`config.mk`:
```
export PLATFORM = sky130hd
export DESIGN_NAME = multi_button_press_debouncer
export DESIGN_NICKNAME = d
export VERILOG_FILES = /design/src/rtl/mbpd_pkg.sv /design/src/rtl/mbpd_cell.sv /design/src/rtl/multi_button_press_debouncer.sv
export SDC_FILE = /design/constraint.sdc
export NUM_CORES = 2
export LEC_CHECK = 0
export ABC_AREA = 1
export BUFFER_PORTS_ARGS = -buffer_cell sky130_fd_sc_hd__buf_2
export CAP_MARGIN = 20
export CORE_MARGIN = 2
export CORE_UTILIZATION = 50
export CTS_BUF_LIST = sky130_fd_sc_hd__clkbuf_8
export DETAILED_ROUTE_END_ITERATION = 7
export PLACE_DENSITY = 0.66
export SYNTH_ARGS = -nofsm -noshare
export SYNTH_HDL_FRONTEND = slang
export SYNTH_SLANG_ARGS = --single-unit
```
`constraint.sdc`:
```
create_clock -name clock -period 19.89 [get_ports clock]
set_input_delay 3.978 -clock clock [delete_from_list [all_inputs] [get_ports clock]]
set_output_delay 3.978 -clock clock [all_outputs]
set_load 0.05 [all_outputs]
```
`src/rtl/mbpd_pkg.sv`:
```
// Shared types and constants of the button press debouncer.
package mbpd_pkg;

   localparam int TIME_W        = 32;
   localparam int LEVEL_BITS    = 16;
   localparam int COUNT_W       = 5;
   localparam int LOCKOUT_W     = 16;
   localparam int PRESS_INDEX_W = 4;
   localparam int CSR_INDEX_W   = 2;
   localparam int CSR_DATA_W    = 16;
   localparam int REQ_DATA_W    = 48;
   localparam int RSP_DATA_W    = 8;

   localparam logic [COUNT_W-1:0]   COUNT_RESET   = 5'd16;
   localparam logic [LOCKOUT_W-1:0] LOCKOUT_RESET = 16'd50;

   localparam logic [CSR_INDEX_W-1:0] CSR_BUTTON_COUNT = 2'd0;
   localparam logic [CSR_INDEX_W-1:0] CSR_LOCKOUT_MS   = 2'd1;

   // Priority token passed from cell to cell.
   typedef struct packed {
      logic                     found;
      logic [PRESS_INDEX_W-1:0] index;
   } mbpd_chain_type;

endpackage

```
`src/rtl/mbpd_cell.sv`:
```
// One button cell: lockout timestamp, held mark and priority link.
module mbpd_cell #(
   parameter int CELL_INDEX = 0
) (
   input  logic                             clock,
   input  logic                             reset,
   input  logic                             take,
   input  logic [mbpd_pkg::TIME_W-1:0]      now_ms,
   input  logic                             level,
   input  logic [mbpd_pkg::COUNT_W-1:0]     button_count,
   input  logic [mbpd_pkg::LOCKOUT_W-1:0]   lockout_ms,
   input  mbpd_pkg::mbpd_chain_type         chain_in,
   output mbpd_pkg::mbpd_chain_type         chain_out
);
   import mbpd_pkg::*;

   localparam bit IN_RANGE = (CELL_INDEX < LEVEL_BITS);
   localparam logic [COUNT_W-1:0]       CELL_POS = COUNT_W'(CELL_INDEX);
   localparam logic [PRESS_INDEX_W-1:0] CELL_IDX = PRESS_INDEX_W'(CELL_INDEX);

   logic [TIME_W-1:0] last_ff, last_in;
   logic              held_ff, held_in;
   logic [TIME_W-1:0] elapsed;
   logic              examined;
   logic              pressed;
   logic              fire;

   assign pressed  = ~level;
   // examined: inside the scan window and no earlier button fired
   assign examined = IN_RANGE && (button_count > CELL_POS) && !chain_in.found;
   assign elapsed  = now_ms - last_ff;
   assign fire     = examined && pressed && !held_ff
                     && (elapsed > {{(TIME_W-LOCKOUT_W){1'b0}}, lockout_ms});

   always_comb begin
      last_in = last_ff;
      held_in = held_ff;
      if (take) begin
         if (fire) begin
            last_in = now_ms;
            held_in = 1'b1;
         end else if (examined && !pressed) begin
            held_in = 1'b0;
         end
      end
   end

   always_ff @(posedge clock) begin
      if (reset) begin
         last_ff <= '0;
         held_ff <= 1'b0;
      end else begin
         last_ff <= last_in;
         held_ff <= held_in;
      end
   end

   always_comb begin
      chain_out = chain_in;
      if (fire) begin
         chain_out.found = 1'b1;
         chain_out.index = CELL_IDX;
      end
   end

endmodule

```
`src/rtl/multi_button_press_debouncer.sv`:
```
// Top level of the button press debouncer: cell row, config and result register.
//
//  channel | dir | handshake              | contents
//  req     | in  | req_tvalid/req_tready  | tdata: now_ms[31:0], button_levels[47:32]
//  rsp     | out | rsp_tvalid/rsp_tready  | tdata: press_found[0], press_index[4:1]
//  csr     | in  | csr_valid/csr_ready    | csr_index, csr_data
//
// One scan per clock unless rsp stalls: every cell compares its elapsed time in
// parallel and a priority token ripples down the row of cells, all in the
// accepting cycle. The result appears in the rsp register in the cycle after acceptance.
// A stalled rsp word holds; req_tready stays high while it is being taken.
// Synchronous reset clears all timestamps and held marks at once; the
// block accepts its first word in the cycle after reset drops.
module multi_button_press_debouncer #(
   parameter int MAX_BUTTONS = 16
) (
   input  logic                                clock,
   input  logic                                reset,
   input  logic                                req_tvalid,
   output logic                                req_tready,
   input  logic [mbpd_pkg::REQ_DATA_W-1:0]     req_tdata,  // now_ms, button_levels
   output logic                                rsp_tvalid,
   input  logic                                rsp_tready,
   output logic [mbpd_pkg::RSP_DATA_W-1:0]     rsp_tdata,  // press_found, press_index, pad
   input  logic                                csr_valid,
   output logic                                csr_ready,
   input  logic [mbpd_pkg::CSR_INDEX_W-1:0]    csr_index,
   input  logic [mbpd_pkg::CSR_DATA_W-1:0]     csr_data
);
   import mbpd_pkg::*;

   logic [COUNT_W-1:0]   count_ff, count_in;
   logic [LOCKOUT_W-1:0] lockout_ff, lockout_in;

   logic                     rsp_valid_ff, rsp_valid_in;
   logic                     rsp_found_ff, rsp_found_in;
   logic [PRESS_INDEX_W-1:0] rsp_index_ff, rsp_index_in;

   logic              take;
   logic [TIME_W-1:0] now_ms;
   logic [LEVEL_BITS-1:0] button_levels;
   logic [MAX_BUTTONS-1:0] cell_level;
   mbpd_chain_type    chain [0:MAX_BUTTONS];

   assign now_ms        = req_tdata[TIME_W-1:0];
   assign button_levels = req_tdata[TIME_W+LEVEL_BITS-1:TIME_W];

   // Input moves whenever the result register is empty or draining.
   assign req_tready = !reset && (!rsp_valid_ff || rsp_tready);
   assign take       = req_tvalid && req_tready;
   assign csr_ready  = !reset;

   // ---- configuration registers ----
   always_comb begin
      count_in   = count_ff;
      lockout_in = lockout_ff;
      if (csr_valid && csr_ready) begin
         unique case (csr_index)
            CSR_BUTTON_COUNT: count_in   = csr_data[COUNT_W-1:0];
            CSR_LOCKOUT_MS:   lockout_in = csr_data[LOCKOUT_W-1:0];
            default: ;  // unused indexes are ignored
         endcase
      end
   end

   always_ff @(posedge clock) begin
      if (reset) begin
         count_ff   <= COUNT_RESET;
         lockout_ff <= LOCKOUT_RESET;
      end else begin
         count_ff   <= count_in;
         lockout_ff <= lockout_in;
      end
   end

   // ---- row of button cells, token enters empty at cell 0 ----
   assign chain[0] = '0;

   for (genvar i = 0; i < MAX_BUTTONS; i++) begin : g_cell
      // cells past the level field see a released button and stay out of the scan
      if (i < LEVEL_BITS) begin : g_lvl
         assign cell_level[i] = button_levels[i];
      end else begin : g_idle
         assign cell_level[i] = 1'b1;
      end

      mbpd_cell #(
         .CELL_INDEX (i)
      ) u_cell (
         .clock        (clock),
         .reset        (reset),
         .take         (take),
         .now_ms       (now_ms),
         .level        (cell_level[i]),
         .button_count (count_ff),
         .lockout_ms   (lockout_ff),
         .chain_in     (chain[i]),
         .chain_out    (chain[i+1])
      );
   end

   // ---- result register ----
   always_comb begin
      rsp_valid_in = rsp_valid_ff;
      rsp_found_in = rsp_found_ff;
      rsp_index_in = rsp_index_ff;
      if (take) begin
         rsp_valid_in = 1'b1;
         rsp_found_in = chain[MAX_BUTTONS].found;
         rsp_index_in = chain[MAX_BUTTONS].index;
      end else if (rsp_tready) begin
         rsp_valid_in = 1'b0;
      end
   end

   always_ff @(posedge clock) begin
      if (reset) begin
         rsp_valid_ff <= 1'b0;
      end else begin
         rsp_valid_ff <= rsp_valid_in;
      end
      rsp_found_ff <= rsp_found_in;
      rsp_index_ff <= rsp_index_in;
   end

   assign rsp_tvalid = rsp_valid_ff;
   assign rsp_tdata  = {{(RSP_DATA_W-1-PRESS_INDEX_W){1'b0}}, rsp_index_ff, rsp_found_ff};

endmodule

```
==> impl_results.md <==
- Final setup viols: 0
- Critical Path Stages: 41
- Worst slew margin: 21.9%
- Maximum vdd ir drop: about 0.045 mV
- Hpwl dp: 136000 um
- Vias: 54600
- Number of core rows: 120
- Crit path DAT: 11.63 ns
- Layout cells sized above 1: about 4.6%
- Final Max Slew Viols: 0
- Synth Area in Simple Gates: between 20% and 30%
- Fin Setup TNS: 0 ns
- Final Hold Vio Count: 0
- FFs w/ async S/R, synth: 0%
- Vias in the first global route: slightly below 50000
- Cells after Synth: around 8300
- Vias per std cell: 5.53
- Reg2Reg Setup Slack: roughly 13 ns
- Routed WL: ~180000 um
- Setup crit end kind: flop
- Die ar.: 110000 sq um
- Leak: 26.7 nW
- Max incr delay on CP: approximately 0.8 ns
- Worst hold path class: flop to flop
- Routability-driven placement congestion ratio: about 0.96
- CTS tree: done
- Critical path fanouts, max: 34
- First-pass GRT wire length: between 200000 and 300000 um
- # fillers: around 11000
- # hold bufs at CTS: 0
- Reg2reg end: g_cell[15].u_cell.last_ff[21]
- Synth Area in Compound Gates: 20.9%
- YS warnings: 0
- CP Buf/Inv Count: 6
- Crit path capture: g_cell[15].u_cell.last_ff[21]
- Max Cap Viol: 0
- Drt pass-1 iters: 6
- IO Port Bufs: slightly below 80
- Hold Slack: about 0.46 ns
- Yosys top cell area share: between 20 and 25%
- Root buf cell: clkbuf_8
- Crit path required time: 20.59 ns
- Clock latency on the worst-skew pair: slightly above 0.8 ns
- Wire length per cell: 18.6 um
- Final worst-path cycle share: a little over half
- Ranking of synthesized cells by area: dfxtp_1, ha_1, nand2_1
- Final net count: 9234
- Post-synthesis xor/xnor area fraction: 6.08%
- Final WS setup: around 9.0 ns
- Clock tree sinks: around 560
- CP dominant cell by count: nand2_1
- Setup Skew: between 0.05 and 0.06 ns
- Status: complete, no violations
- Worst-Margin Slew: 1.17 ns
- I/O pins: 82
- Synth-to-layout area growth: 7.74%
- Initial DRC Count: between 5000 and 6000
- Final Core Density: roughly 54%
- Mux contribution to synthesized area: 0%
- Combinational family with the most area after synthesis: simple AND/OR/NAND/NOR gates
- Congestion Overflow GR: 0
- CP startpoint: req_tdata[1]
- Synthesized flop and latch total: approximately 560
- Worst-path clk slew: around 0.06 ns
- RSZ-0062 raised after global routing: false
- Post_cts resized: 0
- Slowest-stage cell, CP: nand4_2
- Setup crit start kind: input pin
- Clock buffer count from CTS: 103
- R2r worst-path depth: 37
- # DRC: 0
- Starting density of the core: 50.3%
- Number of synthesized flops with an enable pin: 5
- R2r startpoint: g_cell[6].u_cell.last_ff[0]
- Yosys top cell by area: dfxtp_1
- Unique masters post-synth: slightly below 70
- Critical path class: input pin to flop
- Fmax: 91.5 MHz
- Core ar.: 107000 sq um
- Dpl ws: between 8 and 9 ns
- Commonest non-fill, non-tap cell in the layout: nand2_1
- Largest net degree at the start of global routing: roughly 110
- Post-CTS Setup Inserts: 0
- DIE HEIGHT: approximately 330 um
- CTS max path bufs: 3
- Syn_area_per_cell: ~6.4 sq um
- All-Layer GR Usage: between 30 and 40%
- Initial antenna violation count: 11
- Register area share after synthesis: 20.8%
- Crit path time final: 10.93 ns
- Pwr Density: around 58 nW/um^2
- H-tree Lvls: 3
- Synth Area in Adders: between 10% and 20%
- Post-Syn Area: ~54000 sq um
- CP top delay family: simple AND/OR/NAND/NOR gates
- Most frequent cells in the layout: nand2_1, inv_1, a21oi_1, ha_1, o21ai_0
- Die W: about 330 um
- Ys flop type: dfxtp_1
- ANT nets after route: 0
-- worst min-delay path, delay by kind of cell (launching register included) --
kind	cells	cell delay (ns)
buffers and inverters	1	0.06
flip-flops	1	0.29
AO/OA/AOI/OAI	1	0.05
-- through the flow --
| step | cells | area, sq um | total power [mW] |
|---|---|---|---|
| floorplan | 8346 | 53700 | 1.89 |
| global placement | 9686 | 55600 | 2.17 |
| detailed placement | 9686 | 55600 | 2.18 |
| CTS | 9867 | 57700 | 3.36 |
| global route | 9877 | 57900 | 3.55 |
| finish | 9882 | 57900 | 3.36 |
-- registers in the layout (all words and copies together), names as in the netlist --
| register | count |
|---|---|
| rsp_found_ff | 1 |
| rsp_tvalid | 1 |
| g_cell.u_cell.held_ff | 16 |
| g_cell.u_cell.last_ff | 512 |
| rsp_index_ff | 4 |
| lockout_ff | 16 |
| count_ff | 5 |
-- cell usage after synthesis (all sizes together) (2+ instances only) --
library cell / n
fa: 16
clkinv: 4
o21bai: 37
nand3: 297
o22ai: 3
and3: 4
o31ai: 6
clkbuf: 175
ha: 752
o2111ai: 10
nor4: 12
o21ai: 723
xor2: 258
nand4: 173
dfxtp: 550
xnor2: 115
inv: 1368
nor2b: 2
a21oi: 1119
nand3b: 17
a31oi: 31
o21a: 20
a2bb2oi: 2
o221ai: 25
a221oi: 12
o211ai: 23
edfxtp: 5
a31o: 2
a21o: 29
nor2: 586
a21boi: 27
a211oi: 18
buf: 41
or2: 13
a22o: 2
and2: 8
nor3: 94
nor3b: 5
nand2: 1752
or3: 2
-- power breakdown --
| group | internal (mW) | leakage [nW] | switching (mW) |
|---|---|---|---|
| clock | 0.636 | 1.20 | 0.541 |
| sequential | 1.13 | 4.49 | 0.00596 |
| combinational | 0.362 | 21.0 | 0.686 |
| total | 2.13 | 26.7 | 1.23 |
-- layout make-up --
cell class              instances  area, sq um  share of cell area (%)
repair buffers                160         1100                    1.90
well taps                    1403         1760                    3.03
flip-flops and latches        555        11200                    19.3
diodes                          8         20.0                  0.0346
inverters                    1372         5160                    8.91
clock buffers                 123         1690                    2.92
clock inverters                58          429                   0.741
multi-input cells            6203        36600                    63.2
-- worst min path at each step --
stage | from | depth (start not counted) | end | slack, ns
finish | g_cell[10].u_cell.last_ff[24] | 2 | g_cell[10].u_cell.last_ff[24] | 0.46
global route | g_cell[3].u_cell.last_ff[29] | 2 | g_cell[3].u_cell.last_ff[29] | 0.47
CTS | lockout_ff[12] | 2 | lockout_ff[12] | 0.46
detailed placement | lockout_ff[12] | 2 | lockout_ff[12] | 0.45
global placement | g_cell[9].u_cell.last_ff[0] | 2 | g_cell[9].u_cell.last_ff[0] | 0.44
floorplan | g_cell[10].u_cell.last_ff[0] | 2 | g_cell[10].u_cell.last_ff[0] | 0.43
-- layer usage --
metal | vias to the layer above | track usage, % | wire length (um)
met4 | 2 | 10.4 | 6440
met1 | 24800 | 45.4 | 85500
met2 | 1814 | 51.2 | 78700
li1 | 27700 | - | -
met3 | 315 | 4.41 | 13600
met5 | - | 0 | 13
-- cell families (layout without fill, tap and decap cells) --
family,count (synthesis),after routing
and+or+nand+nor,2965,2965
xor gates and xnor gates,373,373
other,1,11
AOI/OAI and AO/OA,2094,2094
adders and majority gates,768,768
DFF,555,555
buffers and inverters,1588,1713
Note: power is estimated with default switching activity, not from simulation.
